[src/sv/dbu_pkg.sv]
// shared types and constants of the debug breakpoint unit
`timescale 1ns / 1ps

package dbu_pkg;

  localparam int MODE_W      = 3;
  localparam int KIND_W      = 4;
  localparam int WORD_W      = 32;
  localparam int MASK_W      = 16;
  localparam int FIRST_W     = 4;
  localparam int COUNT_OUT_W = 5;

  // address window span and fetch step used by the mem and fwbranch matches
  localparam logic [WORD_W-1:0] WINDOW_SPAN = 32'd7;
  localparam logic [WORD_W-1:0] FETCH_STEP  = 32'd4;

  // breakpoint entry types
  localparam logic [KIND_W-1:0] TYPE_PC         = 4'd0;
  localparam logic [KIND_W-1:0] TYPE_MEM        = 4'd1;
  localparam logic [KIND_W-1:0] TYPE_MEMR       = 4'd2;
  localparam logic [KIND_W-1:0] TYPE_MEMW       = 4'd3;
  localparam logic [KIND_W-1:0] TYPE_NEXTCALL   = 4'd4;
  localparam logic [KIND_W-1:0] TYPE_NEXTRET    = 4'd5;
  localparam logic [KIND_W-1:0] TYPE_FWBRANCH   = 4'd6;
  localparam logic [KIND_W-1:0] TYPE_NEXTTHREAD = 4'd7;
  localparam logic [KIND_W-1:0] TYPE_NEXTFRAME  = 4'd8;
  localparam logic [KIND_W-1:0] TYPE_MSG        = 4'd9;

  // branch kinds
  localparam logic [KIND_W-1:0] BR_NORMAL = 4'd0;
  localparam logic [KIND_W-1:0] BR_CALL   = 4'd1;
  localparam logic [KIND_W-1:0] BR_RET    = 4'd2;

  typedef enum logic [MODE_W-1:0] {
    MODE_CLEAR  = 3'd0,
    MODE_ADD    = 3'd1,
    MODE_ARM    = 3'd2,
    MODE_FETCH  = 3'd3,
    MODE_ACCESS = 3'd4,
    MODE_BRANCH = 3'd5,
    MODE_MSG    = 3'd6,
    MODE_CHECK  = 3'd7
  } dbu_mode_e;

  typedef enum logic [1:0] {
    ST_IDLE,
    ST_READ,
    ST_EVAL,
    ST_DONE
  } dbu_state_e;

  typedef struct packed {
    dbu_mode_e          mode;
    logic [KIND_W-1:0]  kind;
    logic [WORD_W-1:0]  address;
    logic [WORD_W-1:0]  value;
    logic               is_write;
    logic [WORD_W-1:0]  current_pc;
    logic [WORD_W-1:0]  thread_id;
    logic [WORD_W-1:0]  frame_count;
  } dbu_in_t;

  typedef struct packed {
    logic [MASK_W-1:0]      hit_mask;
    logic                   hit_any;
    logic [FIRST_W-1:0]     first_hit;
    logic                   table_full;
    logic [COUNT_OUT_W-1:0] entry_count;
  } dbu_out_t;

  typedef struct packed {
    logic load;
    logic rd_en;
    logic eval_en;
    logic finish;
  } dbu_cmd_t;

  typedef struct packed {
    logic scan_needed;
    logic last_entry;
  } dbu_status_t;

endpackage

[src/sv/dbu_ctrl.sv]
// sequencer of the debug breakpoint unit
`timescale 1ns / 1ps

module dbu_ctrl import dbu_pkg::*; (
  input  logic        clk_i,
  input  logic        rst_ni,
  input  logic        start_i,
  input  dbu_status_t status_i,
  output dbu_cmd_t    cmd_o,
  output logic        busy_o
);

  dbu_state_e state_q, state_d;

  always_ff @(posedge clk_i or negedge rst_ni) begin
    if (!rst_ni) begin
      state_q <= ST_IDLE;
    end else begin
      state_q <= state_d;
    end
  end

  always_comb begin
    state_d = state_q;
    unique case (state_q)
      ST_IDLE: begin
        if (start_i) begin
          state_d = status_i.scan_needed ? ST_READ : ST_DONE;
        end
      end
      ST_READ: state_d = ST_EVAL;
      ST_EVAL: state_d = status_i.last_entry ? ST_DONE : ST_READ;
      ST_DONE: state_d = ST_IDLE;
      default: state_d = ST_IDLE;
    endcase
  end

  always_comb begin
    cmd_o  = '0;
    busy_o = 1'b1;
    unique case (state_q)
      ST_IDLE: begin
        busy_o     = 1'b0;
        cmd_o.load = start_i;
      end
      ST_READ: cmd_o.rd_en   = 1'b1;
      ST_EVAL: cmd_o.eval_en = 1'b1;
      ST_DONE: cmd_o.finish  = 1'b1;
      default: busy_o = 1'b1;
    endcase
  end

  // an accepted transaction always leaves idle
  assert property (@(posedge clk_i) disable iff (!rst_ni)
    start_i && !busy_o |=> busy_o)
    else $error("controller stayed idle after start");

  // every evaluation step follows a read of the entry
  assert property (@(posedge clk_i) disable iff (!rst_ni)
    cmd_o.eval_en |-> $past(cmd_o.rd_en))
    else $error("evaluation without entry read");

  // the done step always hands back to idle
  assert property (@(posedge clk_i) disable iff (!rst_ni)
    cmd_o.finish |=> !busy_o)
    else $error("controller busy after done step");

endmodule

[src/sv/dbu_datapath.sv]
// entry memories, match logic and result register of the debug breakpoint unit
`timescale 1ns / 1ps

module dbu_datapath import dbu_pkg::*; #(
  parameter int NUM_ENTRIES = 16
) (
  input  logic        clk_i,
  input  logic        rst_ni,
  input  dbu_in_t     item_i,
  input  dbu_cmd_t    cmd_i,
  output dbu_status_t status_o,
  output logic        result_valid_o,
  output dbu_out_t    result_o
);

  localparam int CW = $clog2(NUM_ENTRIES + 1);
  localparam int IW = (NUM_ENTRIES > 1) ? $clog2(NUM_ENTRIES) : 1;

  logic [KIND_W-1:0] type_mem [NUM_ENTRIES];
  logic [WORD_W-1:0] addr_mem [NUM_ENTRIES];
  logic [WORD_W-1:0] data_mem [NUM_ENTRIES];

  dbu_in_t           item_q;
  logic [CW-1:0]     count_q, count_d;
  logic [IW-1:0]     idx_q;
  logic [MASK_W-1:0] mask_q;
  logic              found_q;
  logic [FIRST_W-1:0] first_q;
  logic [KIND_W-1:0] rd_type_q;
  logic [WORD_W-1:0] rd_addr_q, rd_data_q;
  logic              valid_q;
  dbu_out_t          result_q;

  logic              add_ok, add_full;
  logic              hit, data_we;
  logic [WORD_W-1:0] data_new, win_end, pc_step;
  logic              mem_we, dmem_we;
  logic [IW-1:0]     mem_waddr;
  logic [WORD_W-1:0] dmem_wdata;

  // status for the sequencer; scan decision is taken on the incoming item
  assign status_o.scan_needed = (item_i.mode != MODE_CLEAR) && (item_i.mode != MODE_ADD)
                                && (count_q != '0);
  assign status_o.last_entry  = (CW'(idx_q) + CW'(1)) == count_q;

  assign add_ok   = (item_q.mode == MODE_ADD) && (count_q < CW'(NUM_ENTRIES));
  assign add_full = (item_q.mode == MODE_ADD) && !add_ok;

  // per-entry match and data update
  always_comb begin
    hit      = 1'b0;
    data_we  = 1'b0;
    data_new = rd_data_q;
    win_end  = rd_addr_q + WINDOW_SPAN;
    pc_step  = item_q.current_pc + FETCH_STEP;
    unique case (item_q.mode)
      MODE_CLEAR, MODE_ADD: begin
        hit = 1'b0;
      end
      MODE_ARM: begin
        case (rd_type_q)
          TYPE_NEXTTHREAD: begin
            data_new = item_q.thread_id;
            data_we  = 1'b1;
          end
          TYPE_NEXTFRAME: begin
            data_new = item_q.frame_count;
            data_we  = 1'b1;
          end
          TYPE_NEXTRET: begin
            data_new = '0;
            data_we  = 1'b1;
          end
          default: data_we = 1'b0;
        endcase
      end
      MODE_FETCH: hit = (rd_type_q == TYPE_PC) && (item_q.address == rd_addr_q);
      MODE_ACCESS: begin
        case (rd_type_q)
          TYPE_MEM:  hit = (item_q.address >= rd_addr_q) && (item_q.address <= win_end);
          TYPE_MEMR: hit = !item_q.is_write && (item_q.address == rd_addr_q);
          TYPE_MEMW: hit = item_q.is_write && (item_q.address == rd_addr_q);
          default:   hit = 1'b0;
        endcase
      end
      MODE_BRANCH: begin
        case (rd_type_q)
          TYPE_NEXTCALL: hit = (item_q.kind == BR_CALL);
          TYPE_NEXTRET: begin
            // call depth counter, fires once it goes negative
            if (item_q.kind == BR_CALL) begin
              data_new = rd_data_q + WORD_W'(1);
              data_we  = 1'b1;
            end else if (item_q.kind == BR_RET) begin
              data_new = rd_data_q - WORD_W'(1);
              data_we  = 1'b1;
              hit      = data_new[WORD_W-1];
            end
          end
          TYPE_FWBRANCH: hit = (item_q.kind == BR_NORMAL) && (item_q.address > pc_step);
          default:       hit = 1'b0;
        endcase
      end
      MODE_MSG: hit = (rd_type_q == TYPE_MSG) && (item_q.value == rd_data_q);
      MODE_CHECK: begin
        case (rd_type_q)
          TYPE_NEXTTHREAD: hit = item_q.thread_id != rd_data_q;
          TYPE_NEXTFRAME:  hit = item_q.frame_count != rd_data_q;
          default:         hit = 1'b0;
        endcase
      end
      default: hit = 1'b0;
    endcase
  end

  // single write port per memory: add at the fill point, or data write-back
  assign mem_we     = cmd_i.finish && add_ok;
  assign dmem_we    = mem_we || (cmd_i.eval_en && data_we);
  assign mem_waddr  = cmd_i.finish ? count_q[IW-1:0] : idx_q;
  assign dmem_wdata = cmd_i.finish ? item_q.value : data_new;

  always_ff @(posedge clk_i) begin
    if (mem_we) begin
      type_mem[mem_waddr] <= item_q.kind;
      addr_mem[mem_waddr] <= item_q.address;
    end
    if (dmem_we) begin
      data_mem[mem_waddr] <= dmem_wdata;
    end
  end

  always_ff @(posedge clk_i) begin
    if (cmd_i.rd_en) begin
      rd_type_q <= type_mem[idx_q];
      rd_addr_q <= addr_mem[idx_q];
      rd_data_q <= data_mem[idx_q];
    end
  end

  always_ff @(posedge clk_i) begin
    if (cmd_i.load) begin
      item_q <= item_i;
    end
  end

  always_comb begin
    count_d = count_q;
    if (cmd_i.finish) begin
      if (item_q.mode == MODE_CLEAR) begin
        count_d = '0;
      end else if (add_ok) begin
        count_d = count_q + CW'(1);
      end
    end
  end

  always_ff @(posedge clk_i or negedge rst_ni) begin
    if (!rst_ni) begin
      count_q <= '0;
      idx_q   <= '0;
      mask_q  <= '0;
      found_q <= 1'b0;
      first_q <= '0;
      valid_q <= 1'b0;
    end else begin
      count_q <= count_d;
      valid_q <= cmd_i.finish;
      if (cmd_i.load) begin
        idx_q   <= '0;
        mask_q  <= '0;
        found_q <= 1'b0;
        first_q <= '0;
      end else if (cmd_i.eval_en) begin
        idx_q <= idx_q + IW'(1);
        if (hit) begin
          // entries past the mask width still count for hit_any and first_hit
          mask_q <= mask_q | (MASK_W'(1) << idx_q);
          if (!found_q) begin
            found_q <= 1'b1;
            first_q <= FIRST_W'(idx_q);
          end
        end
      end
    end
  end

  always_ff @(posedge clk_i) begin
    if (cmd_i.finish) begin
      result_q.hit_mask    <= mask_q;
      result_q.hit_any     <= found_q;
      result_q.first_hit   <= first_q;
      result_q.table_full  <= add_full;
      result_q.entry_count <= COUNT_OUT_W'(count_d);
    end
  end

  assign result_valid_o = valid_q;
  assign result_o       = result_q;

  assert property (@(posedge clk_i) disable iff (!rst_ni)
    count_q <= CW'(NUM_ENTRIES))
    else $error("entry count beyond table size");

  assert property (@(posedge clk_i) disable iff (!rst_ni)
    valid_q && result_q.table_full |-> count_q == CW'(NUM_ENTRIES))
    else $error("add refused while table not full");

  assert property (@(posedge clk_i) disable iff (!rst_ni)
    valid_q && (result_q.hit_mask != '0) |-> result_q.hit_any)
    else $error("hit mask set without hit_any");

endmodule

[src/sv/debug_breakpoint_unit.sv]
// top level of the debug breakpoint and watchpoint unit
//
//   channel   signals                      handshake
//   --------  ---------------------------  ----------------------------------
//   command   start_i, item_i, busy_o      taken at edge with start_i & !busy_o
//   result    result_valid_o, result_o     one-cycle strobe, always taken
//
// a table op (clear, add) or any item on an empty table goes from acceptance
// straight to the done step; arm and event items first read then evaluate
// each of the n entries in use in turn, one entry at a time, before the done step,
// through the single-port entry memories
// the result strobe comes in the cycle after the last busy cycle
// reset clears the entry count and the sequencer; entry contents stay undefined
// the receiver cannot stall, so busy_o depends only on the work in progress
`timescale 1ns / 1ps

module debug_breakpoint_unit import dbu_pkg::*; #(
  parameter int NUM_ENTRIES = 16
) (
  input  logic     clk_i,
  input  logic     rst_ni,
  input  logic     start_i,
  input  dbu_in_t  item_i,
  output logic     busy_o,
  output logic     result_valid_o,
  output dbu_out_t result_o
);

  // command and status between sequencer and datapath
  dbu_cmd_t    cmd;
  dbu_status_t status;

  // sequencer: idle -> (read -> eval)* -> done
  dbu_ctrl u_ctrl (
    .clk_i    (clk_i),
    .rst_ni   (rst_ni),
    .start_i  (start_i),
    .status_i (status),
    .cmd_o    (cmd),
    .busy_o   (busy_o)
  );

  // entry storage, per-entry match, hit collection and result register
  dbu_datapath #(
    .NUM_ENTRIES (NUM_ENTRIES)
  ) u_datapath (
    .clk_i          (clk_i),
    .rst_ni         (rst_ni),
    .item_i         (item_i),
    .cmd_i          (cmd),
    .status_o       (status),
    .result_valid_o (result_valid_o),
    .result_o       (result_o)
  );

endmodule
[config.mk]
export PLATFORM = sky130hd
export DESIGN_NAME = debug_breakpoint_unit
export DESIGN_NICKNAME = d
export VERILOG_FILES = /design/src/sv/dbu_pkg.sv /design/src/sv/dbu_ctrl.sv /design/src/sv/dbu_datapath.sv /design/src/sv/debug_breakpoint_unit.sv
export SDC_FILE = /design/constraint.sdc
export NUM_CORES = 2
export LEC_CHECK = 0
export BUFFER_PORTS_ARGS = -buffer_cell sky130_fd_sc_hd__clkbuf_2
export CAP_MARGIN = 20
export CORE_MARGIN = 10
export CORE_UTILIZATION = 36
export CTS_CLUSTER_DIAMETER = 40
export DETAILED_ROUTE_END_ITERATION = 7
export PLACE_DENSITY = 0.53
export SLEW_MARGIN = 0
export SYNTH_ARGS = -nofsm -noshare
export SYNTH_HDL_FRONTEND = slang
export SYNTH_SLANG_ARGS = --single-unit
[constraint.sdc]
create_clock -name clk_i -period 5.5 [get_ports clk_i]
set_clock_uncertainty 0.05 [all_clocks]
set_input_delay 1.375 -clock clk_i [delete_from_list [all_inputs] [get_ports clk_i]]
set_output_delay 1.375 -clock clk_i [all_outputs]
set_load 0.02 [all_outputs]
==> metrics.txt <==
status=completed; reg-to-reg endpoint=u_datapath.first_q[1]; post-route setup TNS=0 ns; Worst path max stage delay=0.51 ns; Setup CP Type=flip-flop to flip-flop; initial antenna violation count=4; Relative slew margins=24.5%; startpoint types=flip-flop; CP Cell Sequence=and4_1 > and3_1 > nand4_1 > nor4_1 > buf_4 > and3_1 > and2_1 > nor2b_2 > nand3_1 > xnor2_1 > ha_1 > nand4_1 > or4_1 > nor2_1 > a21oi_1 > o21ai_0 > o2111ai_1 > o211ai_2 > buf_4 > and3_1 > mux2i_1; Die X=420 um; # fillers=13700; core box area=159000 sq um; CP Capture Type=flip-flop; number of synthesized register bits=1384; worst setup path start=u_datapath.rd_addr_q[3]; DP Wirelength=92800 um; Remaining Overflow, GRT=0; DRT iter0 DRCs=2873; DRC Markers=0; largest fanout on the critical path=6; P_leak=22.3 nW; CTS tree=done; critical path's slowest cell=or4_1; Worst-path clk slew=0.05 ns; top_reg_cell synth=edfxtp_1; syn_nets=3383; Worst Hold Path EP=u_datapath.result_o[23]; largest net degree at the start of global routing=127; delay-heaviest family, CP=simple AND/OR/NAND/NOR gates; Yosys warning count=0; fraction of registers with async set/reset=2.38%; HP Start=u_datapath.mask_q[12]; Clk Latency, worst-skew pair=0.83 ns; Final Cycle Share=90.1%; Slew Limit Fails=0; Clock Tree Root=clkbuf_16; Starting Density=36.3%; Routed WL=152000 um; worst ir drop on vdd=0.361 mV; Worst path most repeated cell=and3_1; H-tree depth=4; area post-placement=61800 sq um; PD cells=519 nW/um^2; syn avg cell area=18.6 sq um; Seq/Total Area, Yosys=71.9%; cells after synthesis=3104; Synth cell types=72; Crit path required time=6.18 ns; CTS sink cnt=1384; row cnt=146; DRT Pass-1 Iters=6; Post-synth EDFFs=1351; WP buf/inv=2; CTS Buf Count=184; reg2reg start=u_datapath.rd_addr_q[3]; final hold vios=0; share of cells above drive strength 1=28.6%; RSZ-0062 raised after global routing=false; worst hold-check path type=flip-flop to flip-flop; Arr. time, crit path=5.64 ns; Syn-to-layout area delta=18.9%; vias per cell=5.41; IO Pins=200; CTS max path bufs=3; GPL Wtd Cong=0.929; fin area=68400 sq um; GRT Overall Usage=17.0%; vias=30700; maximum operating frequency=0.202 GHz; R2R Setup Slk=0.54 ns; fin crit period=4.96 ns; Final Util=43.1%; Hold Slack=0.396 ns; vias in the first global route=31700; overall die area=176000 sq um; final setup fails=0; fin nets=3725; Routed Antenna Nets=0; r2r worst-path depth=21; max-cap violations=0; global-route wire length before repair=222000 um; Port Buffers=199; Wirelength per Cell=26.7 um; Slew @ Worst Pin=1.13 ns; Die Ht=420 um; post-synthesis cell area=57600 sq um; total power=0.0355 W; Min-Delay Path Depth=0
[layer usage]
layer | global-route usage, % | part of all wire [%] | wire length, um
met3 | 3.12 | 5.8 | 8810
met1 | 23.6 | 43 | 65800
met2 | 27.3 | 48 | 73000
met4 | 5.32 | 2.7 | 4050
met5 | 0 | 0.018 | 27
[timing repair]
item,4_1_cts,5_1_grt
hold buffers,0,0
buffers inserted,0,1
gates resized for setup,0,2
endpoints found under the setup margin,0,21
endpoints found under the hold margin,0,0
[placed cells by master, fill, tap and decap left out, types with 73 or more instances in the layout]
cell type / synthesis / routed
mux4_2: 340 / 340
inv_1: 74 / 73
clkbuf_16: 0 / 185
edfxtp_1: 1351 / 1351
nand2_1: 131 / 130
buf_4: 1 / 104
nor2_1: 145 / 113
clkbuf_2: 0 / 199
a21oi_1: 101 / 99
ha_1: 108 / 108
[cells in the mapped netlist, types with 6 or more instances]
master,n,share of area [%]
nor3_1,36,0.31
buf_6,11,0.22
xnor2_1,60,0.91
o21a_1,6,0.078
clkbuf_1,118,0.77
mux2i_1,9,0.16
nand2b_1,17,0.18
nand4_1,46,0.50
o31ai_1,9,0.12
or3_1,8,0.087
o21ai_2,9,0.14
a31oi_1,16,0.17
nand2_1,131,0.85
a21o_1,20,0.26
buf_1,25,0.16
nor4_1,38,0.41
a22oi_1,21,0.27
o21ai_0,64,0.56
nor2_1,145,0.95
a22o_1,10,0.15
o22ai_1,16,0.17
ha_1,108,2.3
o2111ai_1,6,0.091
a21oi_1,101,0.88
edfxtp_1,1351,70
and3_1,17,0.18
inv_1,74,0.48
xor2_1,65,0.99
nand3_1,58,0.50
or4_1,6,0.078
nor4b_1,9,0.14
nor2b_1,23,0.25
mux4_2,340,13
dfrtp_1,33,1.4
a221oi_1,16,0.24
[cells by family after synthesis]
group,after synthesis,share of synthesized area (%)
flip-flops,1384,71.9
multiplexers,349,13.5
XOR/XNOR,125,1.90
adder cells (fa/ha/maj),108,2.35
AO/OA/AOI/OAI,338,3.81
buffers and inverters,234,1.70
AND/OR/NAND/NOR,566,4.90
[area by class of cell]
| class | count | area (sq um) | share of cell area (%) |
|---|---|---|---|
| antenna | 2 | 5.00 | 0.00731 |
| clock buffer | 209 | 4730 | 6.91 |
| clock inverter | 135 | 1890 | 2.76 |
| inverter | 75 | 289 | 0.422 |
| multi-input combinational | 1486 | 15500 | 22.7 |
| sequential | 1384 | 41400 | 60.5 |
| tap | 2072 | 2590 | 3.79 |
| timing repair buffer | 315 | 2020 | 2.95 |
[where the power goes]
group / internal (W) / total (W) / switching [W] / leakage, nW
combinational: 0.00356 / 0.00825 / 0.00470 / 6.44
sequential: 0.0135 / 0.0147 / 0.00125 / 12.7
clock: 0.00767 / 0.0125 / 0.00485 / 3.16
[registers in the layout (all words and copies together) (netlist names), 2 cells and up]
signal / cells
u_datapath.result_o: 27
u_datapath.item_q: 168
u_datapath.count_q: 5
u_datapath.idx_q: 4
u_datapath.data_mem: 512
u_ctrl.state_q: 2
u_datapath.rd_type_q: 4
u_datapath.rd_data_q: 32
u_datapath.rd_addr_q: 32
u_datapath.addr_mem: 512
u_datapath.mask_q: 16
u_datapath.first_q: 4
u_datapath.type_mem: 64
[worst max-delay path by stage]
stage                                       end  slack, ns  depth (start not counted)
after floorplan            u_datapath.item_q[0]       0.03                          3
after global placement     u_datapath.mask_q[3]       0.30                         20
after CTS                  u_datapath.mask_q[3]       0.22                         20
final                     u_datapath.first_q[1]       0.54                         21
after detailed placement   u_datapath.mask_q[3]       0.26                         20
after global routing      u_datapath.first_q[0]       0.05                         21
[stage by stage]
step	setup WS (ns)	cells
floorplan	0.0263	3104
global placement	0.300	5327
detailed placement	0.260	5328
CTS	0.223	5672
global route	0.0504	5676
finish	0.543	5678
Note: power is estimated with default switching activity, not from simulation.
